==> src/rtl/core/tcw_pkg.sv <==
// Shared types, codes and constants of the text console writer.
// Depends on nothing; every module of the core imports it.
`default_nettype none

package tcw_pkg;

    // Field widths fixed by the interface
    localparam int FUNC_W   = 2;
    localparam int CHAR_W   = 8;
    localparam int COL_W    = 7;
    localparam int ROW_W    = 5;
    localparam int CIDX_W   = 11;
    localparam int CELL_W   = 16;
    localparam int COLOR_W  = 8;
    // Full linear index over the largest grid a 7-bit column and 5-bit row can name
    localparam int IDX_W    = COL_W + ROW_W;
    localparam int TAB_SPAN = 1 << COL_W;

    // Default geometry
    localparam int DEF_COLUMNS   = 80;
    localparam int DEF_ROWS      = 25;
    localparam int DEF_TAB_WIDTH = 8;

    localparam int QUEUE_DEPTH = 2;

    localparam logic [COLOR_W-1:0] TEXT_COLOR_RESET = 8'd15;

    // Command codes
    localparam logic [FUNC_W-1:0] FUNC_PUT_CHAR   = 2'd0;
    localparam logic [FUNC_W-1:0] FUNC_CLEAR      = 2'd1;
    localparam logic [FUNC_W-1:0] FUNC_SET_CURSOR = 2'd2;
    localparam logic [FUNC_W-1:0] FUNC_READ_CELL  = 2'd3;

    // Control bytes
    localparam logic [CHAR_W-1:0] CH_BACKSPACE = 8'd8;
    localparam logic [CHAR_W-1:0] CH_TAB       = 8'd9;
    localparam logic [CHAR_W-1:0] CH_NEWLINE   = 8'd10;
    localparam logic [CHAR_W-1:0] CH_RETURN    = 8'd13;
    localparam logic [CHAR_W-1:0] CH_BLANK     = 8'd32;

    typedef struct packed {
        logic [FUNC_W-1:0] func;
        logic [CHAR_W-1:0] char_code;
        logic [COL_W-1:0]  column;
        logic [ROW_W-1:0]  row;
    } in_item_t;

    typedef struct packed {
        logic [CIDX_W-1:0] cursor_index;
        logic [COL_W-1:0]  cursor_column;
        logic [ROW_W-1:0]  cursor_row;
        logic [CELL_W-1:0] cell_data;
    } out_item_t;

    typedef enum logic [2:0] {
        OP_GLYPH,
        OP_NEWLINE,
        OP_RETURN,
        OP_TAB,
        OP_BACKSPACE,
        OP_CLEAR,
        OP_SET_CURSOR,
        OP_READ
    } op_t;

    // Classified request; column and row already saturated to the grid
    typedef struct packed {
        op_t               op;
        logic [CHAR_W-1:0] char_code;
        logic [COL_W-1:0]  column;
        logic [ROW_W-1:0]  row;
    } cmd_t;

    typedef enum logic [2:0] {
        BS_IDLE,
        BS_READ,
        BS_FILL,
        BS_SCROLL_COPY,
        BS_SCROLL_DRAIN,
        BS_SCROLL_BLANK,
        BS_CLEAR,
        BS_REPORT
    } bstate_t;

    // One bit per column value: set where the column is a tab stop
    function automatic logic [TAB_SPAN-1:0] tab_stop_mask(input int tw);
        logic [TAB_SPAN-1:0] mask;
        int                  phase;
        mask  = '0;
        phase = 0;
        for (int i = 0; i < TAB_SPAN; i++) begin
            mask[i] = (phase == 0);
            phase   = (phase == tw - 1) ? 0 : phase + 1;
        end
        return mask;
    endfunction

endpackage

`default_nettype wire

==> src/rtl/core/tcw_front.sv <==
// Front end: takes requests, decodes control bytes and saturates coordinates.
// Depends on tcw_pkg; feeds tcw_queue.
`default_nettype none

module tcw_front #(
    parameter int COLUMNS = tcw_pkg::DEF_COLUMNS,
    parameter int ROWS    = tcw_pkg::DEF_ROWS
) (
    input  wire              s_valid,
    output logic             s_ready,
    input  tcw_pkg::in_item_t s_data,
    input  wire              q_ready,
    output logic             q_push,
    output tcw_pkg::cmd_t    q_cmd
);
    import tcw_pkg::*;

    localparam logic [COL_W-1:0] COL_MAX = COL_W'(COLUMNS - 1);
    localparam logic [ROW_W-1:0] ROW_MAX = ROW_W'(ROWS - 1);

    assign s_ready = q_ready;
    assign q_push  = s_valid && q_ready;

    always_comb begin
        q_cmd.char_code = s_data.char_code;
        q_cmd.column    = (s_data.column > COL_MAX) ? COL_MAX : s_data.column;
        q_cmd.row       = (s_data.row > ROW_MAX) ? ROW_MAX : s_data.row;
        case (s_data.func)
            FUNC_PUT_CHAR: begin
                case (s_data.char_code)
                    CH_NEWLINE:   q_cmd.op = OP_NEWLINE;
                    CH_RETURN:    q_cmd.op = OP_RETURN;
                    CH_TAB:       q_cmd.op = OP_TAB;
                    CH_BACKSPACE: q_cmd.op = OP_BACKSPACE;
                    default:      q_cmd.op = OP_GLYPH;
                endcase
            end
            FUNC_CLEAR:      q_cmd.op = OP_CLEAR;
            FUNC_SET_CURSOR: q_cmd.op = OP_SET_CURSOR;
            FUNC_READ_CELL:  q_cmd.op = OP_READ;
            default:         q_cmd.op = OP_READ;
        endcase
    end

endmodule

`default_nettype wire

==> config.mk <==
export PLATFORM = sky130hd
export DESIGN_NAME = tcw_front
export DESIGN_NICKNAME = d
export VERILOG_FILES = /design/src/rtl/core/tcw_pkg.sv /design/src/rtl/core/tcw_front.sv
export SDC_FILE = /design/constraint.sdc
export NUM_CORES = 1
export LEC_CHECK = 0
export BUFFER_PORTS_ARGS = -buffer_cell sky130_fd_sc_hd__buf_2
export CAP_MARGIN = 20
export CELL_PAD_IN_SITES_DETAIL_PLACEMENT = 1
export CELL_PAD_IN_SITES_GLOBAL_PLACEMENT = 1
export CORE_MARGIN = 5
export CORE_UTILIZATION = 14
export DETAILED_ROUTE_END_ITERATION = 7
export PLACE_DENSITY = 0.89
export SLEW_MARGIN = 20
export SYNTH_ARGS = -nofsm -noshare
export SYNTH_HDL_FRONTEND = slang
export SYNTH_SLANG_ARGS = --single-unit
export TNS_END_PERCENT = 50
==> constraint.sdc <==
create_clock -name vclk -period 1.8
set_clock_uncertainty 0.05 [all_clocks]
set_input_delay 0.27 -clock vclk [all_inputs]
set_output_delay 0.27 -clock vclk [all_outputs]
set_load 0.05 [all_outputs]
After elaboration in Yosys (flattened, before gate mapping)
Cells that the tools add are included.
Storage, ports and cells
  bits of input ports: 24
  register bits: 0
Operators by class
  reductions and logical operators: 2
  equality and inequality tests: 7
  $lt $le $gt $ge: 2
  multiplexer cells: 4
Operators with widths (count)
  $eq 8x4->1 const B: 4
  $pmux 3 s4: 2
  $gt 7x7->1 const B: 1
  $mux 7: 1
  $gt 5x5->1 const B: 1
  $mux 5: 1
  $eq 2x2->1 const B: 2
  $eq 2x1->1 const B: 1
  $logic_not 2->1: 1
  $logic_and 1x1->1: 1

Depth between registers and ports, before layout
  depth in word-level cells: 3
  depth in mapped cells: 2

Worst setup path before layout
No wires, ideal clock.
  kind: input to output
  start: in s_data[17] (netlist bit)
  end: out q_cmd[22] (netlist bit)
  slack: -0.930 ns
  arrival time: 2.410 ns
  stages: 2
  path through: or4_4 -> o41ai_1
RTL lines
  from (decl): line tcw_front.sv:11  | input tcw_pkg::in_item_t s_data,
  to (decl): line tcw_front.sv:14  | output tcw_pkg::cmd_t q_cmd

==> impl_metrics.py <==
metrics = {
    "run_status": {
        "status": "completed",
    },
    "yosys": {
        "syn_inst": 34,
        "avgSynthCellArea_um2": 6.73,
        "ys_top_cells_by_area": "buf_4, nand2b_1, and2_1",
        "muxShareOfSynthArea": 0,
        "synth-adder-area-share": 0,
        "syn-num-nets": 58,
        "synth_top_family_by_area": "simple AND/OR/NAND/NOR gates",
        "synth_top_cell_area_share": 0.295,
        "yosysTopAreaCell": "buf_4",
        "synth_cell_types": 15,
        "syn-cell-area_um2": 229,
        "yosys.area_share.simple": 0.426,
        "synth-compound-area-share": 0.175,
        "ys_seq_area_frac": 0,
        "yosys_warnings": 0,
        "yosys.area_share.xor_xnor": 0.0383,
    },
    "worst_hold_path": {
        "hold_path_startpoint": "s_data[16]",
        "whs_path_depth": 2,
        "hold_end": "q_cmd[16]",
        "hp-class": "primary input to primary output",
    },
    "pwr": {
        "p_seq_frac": 0,
        "power.leakage_nw": 0.277,
        "internal_power_mw": 0.0599,
        "pwr-share-comb": 1.000,
        "power_density_mw_per_mm2": 451,
        "switching_share": 0.718,
        "power.share.clock": 0,
        "power.total_mw": 0.213,
        "vdd.ir_drop.worst_uv": 162,
        "power_switching_mw": 0.153,
    },
    "grt": {
        "grt_use_total": 0.0746,
        "grt_antenna_before_repair": 0,
        "grt_max_degree": 5,
        "grt_pass1_vias": 433,
        "grt_pass1_wl_um": 1650,
        "gr-total-overflow": 0,
    },
    "final_layout": {
        "nNetsFinal": 98,
        "seq_cells": 0,
        "final_area_um2": 472,
        "drive_above_1_share": 0.736,
        "n_antenna_cell": 0,
        "final_core_util": 0.310,
        "multi_input_area_um2": 176,
        "nClkBuffers": 0,
        "final-seq-area_um2": 0,
        "fillCellCount": 203,
        "area_growth_syn_to_layout_pct": 106,
        "instances_no_fill": 88,
    },
    "worst_setup_path": {
        "critPathMaxStageDelay_ns": 0.56,
        "crit_top_cell": "buf_6",
        "crit_arrival_ns": 1.45,
        "crit_path_cell_trace": "buf_6 > or4_4 > o41ai_4 > buf_6",
        "worst_path_max_delay_cell": "or4_4",
        "worst_setup_path_end_kind": "primary output",
        "required_ns": 1.48,
        "critPathKind": "primary input to primary output",
        "start_kind": "primary input",
        "worstPathMaxFanout": 2,
    },
    "sta": {
        "slew_viol_final": 0,
        "slew_headroom": 0.726,
        "setup_viol": 0,
        "rsz0062_at_grt": "yes",
        "max_freq_mhz": 566,
        "min_period_ns": 1.77,
        "finalHoldViolCount": 0,
        "period_share": 0.981,
        "worst_slew_pin_slew_ns": 0.407,
    },
    "drt": {
        "wl_met2_um": 532,
        "wl_met3_um": 161,
        "drt_iter0_drc": 2,
        "wl_met1_um": 332,
        "post_drt_via_cell_ratio": 4.18,
        "top_layer": "met3",
        "firstDrtPassIters": 4,
        "wl_per_cell_um": 11.7,
        "drcViolationCount": 0,
        "routed_wl_um": 1030,
        "detail-route-antenna-nets": 0,
        "dr_total_vias": 368,
    },
    "placement": {
        "place_hpwl_um": 992,
        "placedInstanceArea_um2": 453,
        "io_buffer_count": 49,
        "gp_congestion": 0.625,
        "dp_cells": 88,
    },
    "floorplanning": {
        "initial_utilization": 0.150,
        "die_w_um": 50.4,
        "row_count": 14,
        "ioPinCount": 49,
        "fp.dieH_um": 50.4,
        "dieArea_mm2": 0.00254,
        "core_area_mm2": 0.00152,
    },
    "run": {
        "maxCapViolCount": 0,
    },
    "clock_network": {
        "post_cts_buffers": 0,
    },
}
==> metal layers <==
layer | vias up | global-route usage
met5 | - | 0
met4 | 0 | 0
met3 | 0 | 0.0237
met2 | 31 | 0.151
met1 | 158 | 0.0772
li1 | 179 | -
==> critical path, delay by kind of cell <==
family | cells | cell delay [ns]
compound gates | 1 | 0.32
buf+inv | 2 | 0.29
simple gates | 1 | 0.56
==> through the flow <==
stage / hold WS [ns] / setup slack (ns) / setup TNS [ns]
6_report: 0.788 / 0.0334 / 0
5_1_grt: 0.792 / -0.00325 / -0.00325
4_1_cts: 0.792 / 0.00710 / 0
3_5_place_dp: 0.791 / -0.0705 / -0.0705
3_3_place_gp: 0.788 / -0.0506 / -0.0506
2_1_floorplan: 0.643 / -0.0499 / -0.0499
==> repair_timing <==
action,in CTS,in global routing
endpoints found under the setup margin,1,2
hold buffers,0,0
gates resized for setup,2,2
==> layout by cell type, fill, tap and decap left out <==
cell type and instances:
nor2_1 2, o41ai_4 2, nor4_1 1, buf_2 46, inv_1 1, a41o_1 1, buf_6 3, xnor2_1 1
nand2_1 1, buf_4 1, nor2b_1 2, or4_4 1, nand2b_1 5, o21ai_0 1, and2_1 4
==> kinds of logic after synthesis <==
kind of cell	count (synthesis)
xor+xnor	1
compound gates	4
buf+inv	13
simple gates	16
==> power groups by stage <==
stage / sequential [mW] / clock (mW) / combinational, mW
2_1_floorplan: 0 / 0 / 0.159
3_3_place_gp: 0 / 0 / 0.208
3_5_place_dp: 0 / 0 / 0.210
4_1_cts: 0 / 0 / 0.213
5_1_grt: 0 / 0 / 0.225
6_report: 0 / 0 / 0.213
==> final cells by class <==
type / count / share of cell area
tap: 16 / 0.0424
multi-input combinational: 21 / 0.374
timing repair buffer: 50 / 0.576
inverter: 1 / 0.00796
==> cell usage after synthesis <==
master	n
buf_4	9
nand2b_1	5
and2_1	4
clkbuf_1	3
nor2_1	2
nor2b_1	2
a41o_1	1
inv_1	1
nand2_1	1
nor4_1	1
o21ai_0	1
o41ai_1	1
o41ai_2	1
or4_4	1
xnor2_1	1
==> how the worst max path moves through the flow <==
stage,from,end,cells past startpoint
2_1_floorplan,s_data[17],q_cmd[20],2
3_3_place_gp,s_data[17],q_cmd[20],4
3_5_place_dp,s_data[17],q_cmd[20],4
4_1_cts,s_data[17],q_cmd[20],4
5_1_grt,s_data[17],q_cmd[20],4
6_report,s_data[17],q_cmd[20],4
No activity file was read; power rests on OpenSTA's default activity.
