<file path="config.mk">
export PLATFORM = sky130hd
export DESIGN_NAME = tcw_queue
export DESIGN_NICKNAME = d
export VERILOG_FILES = /design/src/rtl/core/tcw_pkg.sv /design/src/rtl/core/tcw_queue.sv
export SDC_FILE = /design/constraint.sdc
export NUM_CORES = 1
export LEC_CHECK = 0
export BUFFER_PORTS_ARGS = -buffer_cell sky130_fd_sc_hd__buf_2
export CORE_UTILIZATION = 51
export CTS_CLUSTER_DIAMETER = 40
export DETAILED_ROUTE_END_ITERATION = 6
export PLACE_DENSITY = 0.77
export SLEW_MARGIN = 20
export SYNTH_ARGS = -nofsm -noshare
export SYNTH_HDL_FRONTEND = slang
export SYNTH_SLANG_ARGS = --single-unit
</file>
<file path="constraint.sdc">
create_clock -name aclk -period 2.1 [get_ports aclk]
set_input_delay 0.105 -clock aclk [delete_from_list [all_inputs] [get_ports aclk]]
set_output_delay 0.105 -clock aclk [all_outputs]
set_load 0.01 [all_outputs]
</file>
<file path="src/rtl/core/tcw_pkg.sv">
// Shared types, codes and constants of the text console writer.
// Depends on nothing; every module of the core imports it.
`default_nettype none

package tcw_pkg;

    // Field widths fixed by the interface
    localparam int FUNC_W   = 2;
    localparam int CHAR_W   = 8;
    localparam int COL_W    = 7;
    localparam int ROW_W    = 5;
    localparam int CIDX_W   = 11;
    localparam int CELL_W   = 16;
    localparam int COLOR_W  = 8;
    // Full linear index over the largest grid a 7-bit column and 5-bit row can name
    localparam int IDX_W    = COL_W + ROW_W;
    localparam int TAB_SPAN = 1 << COL_W;

    // Default geometry
    localparam int DEF_COLUMNS   = 80;
    localparam int DEF_ROWS      = 25;
    localparam int DEF_TAB_WIDTH = 8;

    localparam int QUEUE_DEPTH = 2;

    localparam logic [COLOR_W-1:0] TEXT_COLOR_RESET = 8'd15;

    // Command codes
    localparam logic [FUNC_W-1:0] FUNC_PUT_CHAR   = 2'd0;
    localparam logic [FUNC_W-1:0] FUNC_CLEAR      = 2'd1;
    localparam logic [FUNC_W-1:0] FUNC_SET_CURSOR = 2'd2;
    localparam logic [FUNC_W-1:0] FUNC_READ_CELL  = 2'd3;

    // Control bytes
    localparam logic [CHAR_W-1:0] CH_BACKSPACE = 8'd8;
    localparam logic [CHAR_W-1:0] CH_TAB       = 8'd9;
    localparam logic [CHAR_W-1:0] CH_NEWLINE   = 8'd10;
    localparam logic [CHAR_W-1:0] CH_RETURN    = 8'd13;
    localparam logic [CHAR_W-1:0] CH_BLANK     = 8'd32;

    typedef struct packed {
        logic [FUNC_W-1:0] func;
        logic [CHAR_W-1:0] char_code;
        logic [COL_W-1:0]  column;
        logic [ROW_W-1:0]  row;
    } in_item_t;

    typedef struct packed {
        logic [CIDX_W-1:0] cursor_index;
        logic [COL_W-1:0]  cursor_column;
        logic [ROW_W-1:0]  cursor_row;
        logic [CELL_W-1:0] cell_data;
    } out_item_t;

    typedef enum logic [2:0] {
        OP_GLYPH,
        OP_NEWLINE,
        OP_RETURN,
        OP_TAB,
        OP_BACKSPACE,
        OP_CLEAR,
        OP_SET_CURSOR,
        OP_READ
    } op_t;

    // Classified request; column and row already saturated to the grid
    typedef struct packed {
        op_t               op;
        logic [CHAR_W-1:0] char_code;
        logic [COL_W-1:0]  column;
        logic [ROW_W-1:0]  row;
    } cmd_t;

    typedef enum logic [2:0] {
        BS_IDLE,
        BS_READ,
        BS_FILL,
        BS_SCROLL_COPY,
        BS_SCROLL_DRAIN,
        BS_SCROLL_BLANK,
        BS_CLEAR,
        BS_REPORT
    } bstate_t;

    // One bit per column value: set where the column is a tab stop
    function automatic logic [TAB_SPAN-1:0] tab_stop_mask(input int tw);
        logic [TAB_SPAN-1:0] mask;
        int                  phase;
        mask  = '0;
        phase = 0;
        for (int i = 0; i < TAB_SPAN; i++) begin
            mask[i] = (phase == 0);
            phase   = (phase == tw - 1) ? 0 : phase + 1;
        end
        return mask;
    endfunction

endpackage

`default_nettype wire

</file>
<file path="src/rtl/core/tcw_queue.sv">
// Short request queue between the front end and the executor.
// Depends on tcw_pkg for the request type and depth.
`default_nettype none

module tcw_queue (
    input  wire            aclk,
    input  wire            aresetn,
    input  wire            push,
    input  tcw_pkg::cmd_t  push_cmd,
    output logic           push_ready,
    input  wire            pop,
    output logic           head_valid,
    output tcw_pkg::cmd_t  head_cmd
);
    import tcw_pkg::*;

    localparam int PTR_W = (QUEUE_DEPTH > 1) ? $clog2(QUEUE_DEPTH) : 1;
    localparam int CNT_W = $clog2(QUEUE_DEPTH + 1);
    localparam logic [PTR_W-1:0] PTR_LAST = PTR_W'(QUEUE_DEPTH - 1);
    localparam logic [CNT_W-1:0] CNT_FULL = CNT_W'(QUEUE_DEPTH);

    cmd_t             slot_reg [QUEUE_DEPTH];
    logic [PTR_W-1:0] wr_ptr_reg, wr_ptr_next;
    logic [PTR_W-1:0] rd_ptr_reg, rd_ptr_next;
    logic [CNT_W-1:0] count_reg, count_next;
    logic             do_push, do_pop;

    assign push_ready = (count_reg != CNT_FULL);
    assign head_valid = (count_reg != '0);
    assign head_cmd   = slot_reg[rd_ptr_reg];
    assign do_push    = push && push_ready;
    assign do_pop     = pop && head_valid;

    always_comb begin
        wr_ptr_next = wr_ptr_reg;
        rd_ptr_next = rd_ptr_reg;
        count_next  = count_reg;
        if (do_push) begin
            wr_ptr_next = (wr_ptr_reg == PTR_LAST) ? '0 : wr_ptr_reg + PTR_W'(1);
        end
        if (do_pop) begin
            rd_ptr_next = (rd_ptr_reg == PTR_LAST) ? '0 : rd_ptr_reg + PTR_W'(1);
        end
        if (do_push && !do_pop) begin
            count_next = count_reg + CNT_W'(1);
        end else if (do_pop && !do_push) begin
            count_next = count_reg - CNT_W'(1);
        end
    end

    always_ff @(posedge aclk) begin
        if (!aresetn) begin
            wr_ptr_reg <= '0;
            rd_ptr_reg <= '0;
            count_reg  <= '0;
        end else begin
            wr_ptr_reg <= wr_ptr_next;
            rd_ptr_reg <= rd_ptr_next;
            count_reg  <= count_next;
        end
    end

    always_ff @(posedge aclk) begin
        if (do_push) begin
            slot_reg[wr_ptr_reg] <= push_cmd;
        end
    end

endmodule

`default_nettype wire

</file>
Word-level counts from Yosys, hierarchy flattened

Memories as Yosys holds them, arrays and structs flattened. A register that Yosys moved wholly into a read port is not among the register bits.
Index checks and enable logic that the tools add are counted.

Register bits after elaboration: 4
Latch bits: 0
Memory bits (writable): 46
Bits in read-only memories: 0
Output and inout port bits: 25
Logic and storage cells: 25
Memories: 1

Memory list:

| name     | depth | width | rd ports | clocked after Yosys merged registers in | wr ports | line            | RTL |
|---|---|---|---|---|---|---|---|
| slot_reg | 2     | 23    | 1        | 1                                       | 1        | tcw_queue.sv:22 | `cmd_t slot_reg [QUEUE_DEPTH];` |

Add/sub/neg operators: 4
Multiply operators: 0
Div/mod/pow operators: 0
Order comparisons: 0
Equal/unequal tests: 1
Shift-type cells: 0
Mux-type cells: 8
Bitwise operators: 0
Reduce and logical (&&, ||, !) cells: 8

Operator list:

| cell                | number |
|---|---|
| $mux 1              | 6 |
| $logic_and 1x1->1   | 4 |
| $mux 2              | 2 |
| $reduce_bool 2->1   | 2 |
| $add 1x1->1 const B | 2 |
| $add 2x1->2 const B | 1 |
| $logic_not 1->1     | 2 |
| $ne 2x2->1 const B  | 1 |
| $sub 2x1->2 const B | 1 |

Depth between registers and ports, before layout

Word-level depth: 6
Gate-level depth with buffers: 6
Depth with buffers taken out: 6

Worst setup path before layout

OpenSTA, ideal clock, no wires.

Kind: register -> register
From: register count_reg[0]
To: memory slot_reg[1][0] in the netlist's numbering (enable)
Library setup time: 0.382 ns
Arrival time: 1.206 ns
Setup slack: 0.512 ns
Stages on the path, launching flop included: 3
Clock period less this slack: 1.588 ns
Cells stage by stage: dfxtp_1 > nand2b_4 > and3_1

Word-level cells in the longest chain between the ends: 4

Ends and longest elaborated chain:

| what                         | line            | RTL |
|---|---|---|
| start, declared              | tcw_queue.sv:25 | `logic [CNT_W-1:0] count_reg, count_next;` |
| start signal, assigned       | tcw_queue.sv:59 | `count_reg <= count_next;` |
| $ne 2x2->1                   | tcw_queue.sv:28 | `assign push_ready = (count_reg != CNT_FULL);` |
| via push_ready               | tcw_queue.sv:10 | `output logic push_ready,` |
| $logic_and 1x1->1            | tcw_queue.sv:31 | `assign do_push = push && push_ready;` |
| $mux 1                       | tcw_queue.sv:64 | `if (do_push) begin` |
| $mux 1 (implied by the code) | tcw_queue.sv:65 | `slot_reg[wr_ptr_reg] <= push_cmd;` |
| end, declared                | tcw_queue.sv:22 |  |

The timed path passes the listed nets, and every way through them passes these cells.

==> flow_summary.ini <==
[power_and_ir_drop]
switching_share_pct = 25.9
power_density_nw_per_um2 = 1080
combPwrFrac_pct = 28.4
leakagePower_nw = 0.987
seq_power_share_pct = 48.9
internal_power_w = 0.00204
clkPwrFrac_pct = 22.8
p_sw_w = 0.000715
ir_drop_uv = 674

[global_route]
grt_pass1_vias = 1096
grt.overflow.total = 0
grt_pass1_wl_um = 4980
grt_max_degree = 18
antenna_found_initial = 0
grt_usage_pct = 17.5

[timing]
fin_tns_setup_ns = 0
fin_crit_ns = 1.64
slew_headroom_pct = 75.5
rsz0062_at_grt = no
fin_skew_ns = 0.00532
setup_viol = 0
fmax_ghz = 0.608
fin_crit_sh_pct = 78.3
hold_viol_final = 0
worst_slew_pin_slew_ns = 0.368
drv_slew = 0

[setup_path]
r2r_cells = 5
end_kind = primary output
crit_slowest_cell = dfxtp_1
reg2reg_from = count_reg[0]
cpPeakStageDelay_ns = 0.55
path_class = reg2out
r2r_setup_slack_ns = 0.49
cp_data_required_time_ns = 2.00
critPathLaunchType = register
critPathTopFamily = flip-flops
worstPathArrival_ns = 1.54
worst-path-max-fanout = 17
r2r-end = count_reg[1]
cp.buffers_inverters = 2
crit_path_cell_trace = buf_12 > mux2_2 > buf_2

[drt]
ant_nets = 0
vias = 1089
wl_per_cell_um = 14.2
firstDrtPassIters = 4
viasPerCell = 4.88
drt_drc_violations_left = 0
dr.first_iter.drc_count = 13
wl_um = 3170

[run]
drv_cap = 0

[floorplanning]
core_um2 = 3440
rows = 21
die_area_um2 = 3960
die_w_um = 62.9
ioPinCount = 52
die_h_um = 62.9
start_util_pct = 55.0

[synth]
seq_area_frac_synth_pct = 78.3
synth_cell_types = 19
syn_nets = 123
ys_seq_elements = 51
avgSynthCellArea_um2 = 19.9
synthesis.area_um2 = 1890
syn-instance-count = 95
yosys_warnings = 0

[clocking]
post_cts_resized = 0
cts_root_buf = clkbuf_8
post_cts_buffers = 0
clkTransAtPathRegs_ns = 0.08
clk_path_buf_depth = 2
cts_inserted_buffers = 5
clk_latency_ns = 0.29
cts.sinks = 51
h-tree-depth = 2
cts_tree = yes

[worst_hold_path]
hold_path.class = in2reg
whs_path_depth = 1
hp-start = push_cmd[21]
hold_end = slot_reg[1][21]

[placed_design]
dp_hpwl_um = 2050
portBuffers = 51
gp_congestion = 0.638
placed_area_um2 = 2250

[final_layout]
n_fill_cell = 211
diodes = 0
largest_reg_flops = 46
nets = 205
drive_above_1_share_pct = 49.7
finalInstanceArea_um2 = 2560
syn_to_final_growth_pct = 35.2

[run_status]
status = finished clean
==> metrics by stage <==
stage | std cells | hold WS (ns) | utilization, % | power (W) | setup WS, ns
2_1_floorplan | 95 | 0.204 | - | 0.00183 | 0.512
3_3_place_gp | 195 | 0.294 | 65.2 | 0.00209 | 0.605
3_5_place_dp | 195 | 0.296 | 65.2 | 0.00212 | 0.503
4_1_cts | 220 | 0.000148 | 73.5 | 0.00277 | 0.430
5_1_grt | 223 | 0.000488 | 74.3 | 0.00288 | 0.362
6_report | 223 | 0.00538 | 74.3 | 0.00276 | 0.456
==> synth_stat cells (all sizes together) <==
cell,count,share of area [%]
ha,1,0.66
buf,2,0.53
o21ai,2,0.53
a21bo,1,0.53
mux2,23,14
dfxtp,5,5.3
and2,4,1.3
or2,1,0.33
inv,1,0.20
nand2b,1,0.73
nand3b,1,0.40
a21boi,2,0.79
edfxtp,46,73
and3,1,0.33
or3,1,0.33
xor2,1,0.46
xnor2,2,0.93
==> how the worst max path moves through the flow <==
stage | start | end | slack [ns] | cells after the start
after floorplan | count_reg[0] | slot_reg[1][0] | 0.51 | 2
after global placement | count_reg[0] | count_reg[1] | 0.60 | 5
after detailed placement | count_reg[0] | count_reg[1] | 0.50 | 5
final | register | head_cmd[19] | 0.46 | 3
after global routing | register | head_cmd[19] | 0.36 | 3
after CTS | register | head_cmd[19] | 0.43 | 3
==> layout make-up <==
type                       instances  area [um2]  share of cell area (%)
clock inverter                     1        30.0                    1.17
multi-input combinational         41         398                    15.6
tap                               46        57.6                    2.25
timing repair buffer              77         515                    20.1
sequential                        51        1480                    57.9
inverter                           1        3.75                   0.147
clock buffer                       6        72.6                    2.84
==> layer usage <==
metal	vias to the layer above	routed length, um	global-route usage, %
met5	-	0	0
met4	0	55	8.72
met3	6	167	6.20
met2	35	1650	29.7
met1	524	1290	19.3
li1	524	-	-
==> cell usage in the layout, fill, tap and decap left out, drive strengths merged, types with 2 or more instances in the layout <==
cell and instances:
mux2 23, dlygate4sd3 21, o21ai 2, dfxtp 5, edfxtp 46, a21boi 2, clkbuf 6, and2 4
buf 56, xnor2 2
==> what timing repair did <==
action,in CTS,in global routing
endpoints found under the hold margin,36,6
hold buffers,18,3
endpoints found under the setup margin,0,0
==> cell families (layout without fill, tap and decap cells) <==
kind of cell / after synthesis / after routing / synth area share, %
buffers and inverters: 3 / 85 / 0.727
muxes: 23 / 23 / 13.7
DFF: 51 / 51 / 78.3
xor gates and xnor gates: 3 / 3 / 1.39
adders and majority gates: 1 / 1 / 0.661
AOI/OAI and AO/OA: 5 / 5 / 1.85
and+or+nand+nor: 9 / 9 / 3.44
==> power by group through the flow <==
stage | Clock, W | Sequential, W | Combinational, W
2_1_floorplan | 0 | 0.00134 | 0.000484
3_3_place_gp | 0 | 0.00136 | 0.000734
3_5_place_dp | 0 | 0.00137 | 0.000751
4_1_cts | 0.000640 | 0.00135 | 0.000783
5_1_grt | 0.000674 | 0.00136 | 0.000839
6_report | 0.000628 | 0.00135 | 0.000781
(Power assumes the default switching activity.)
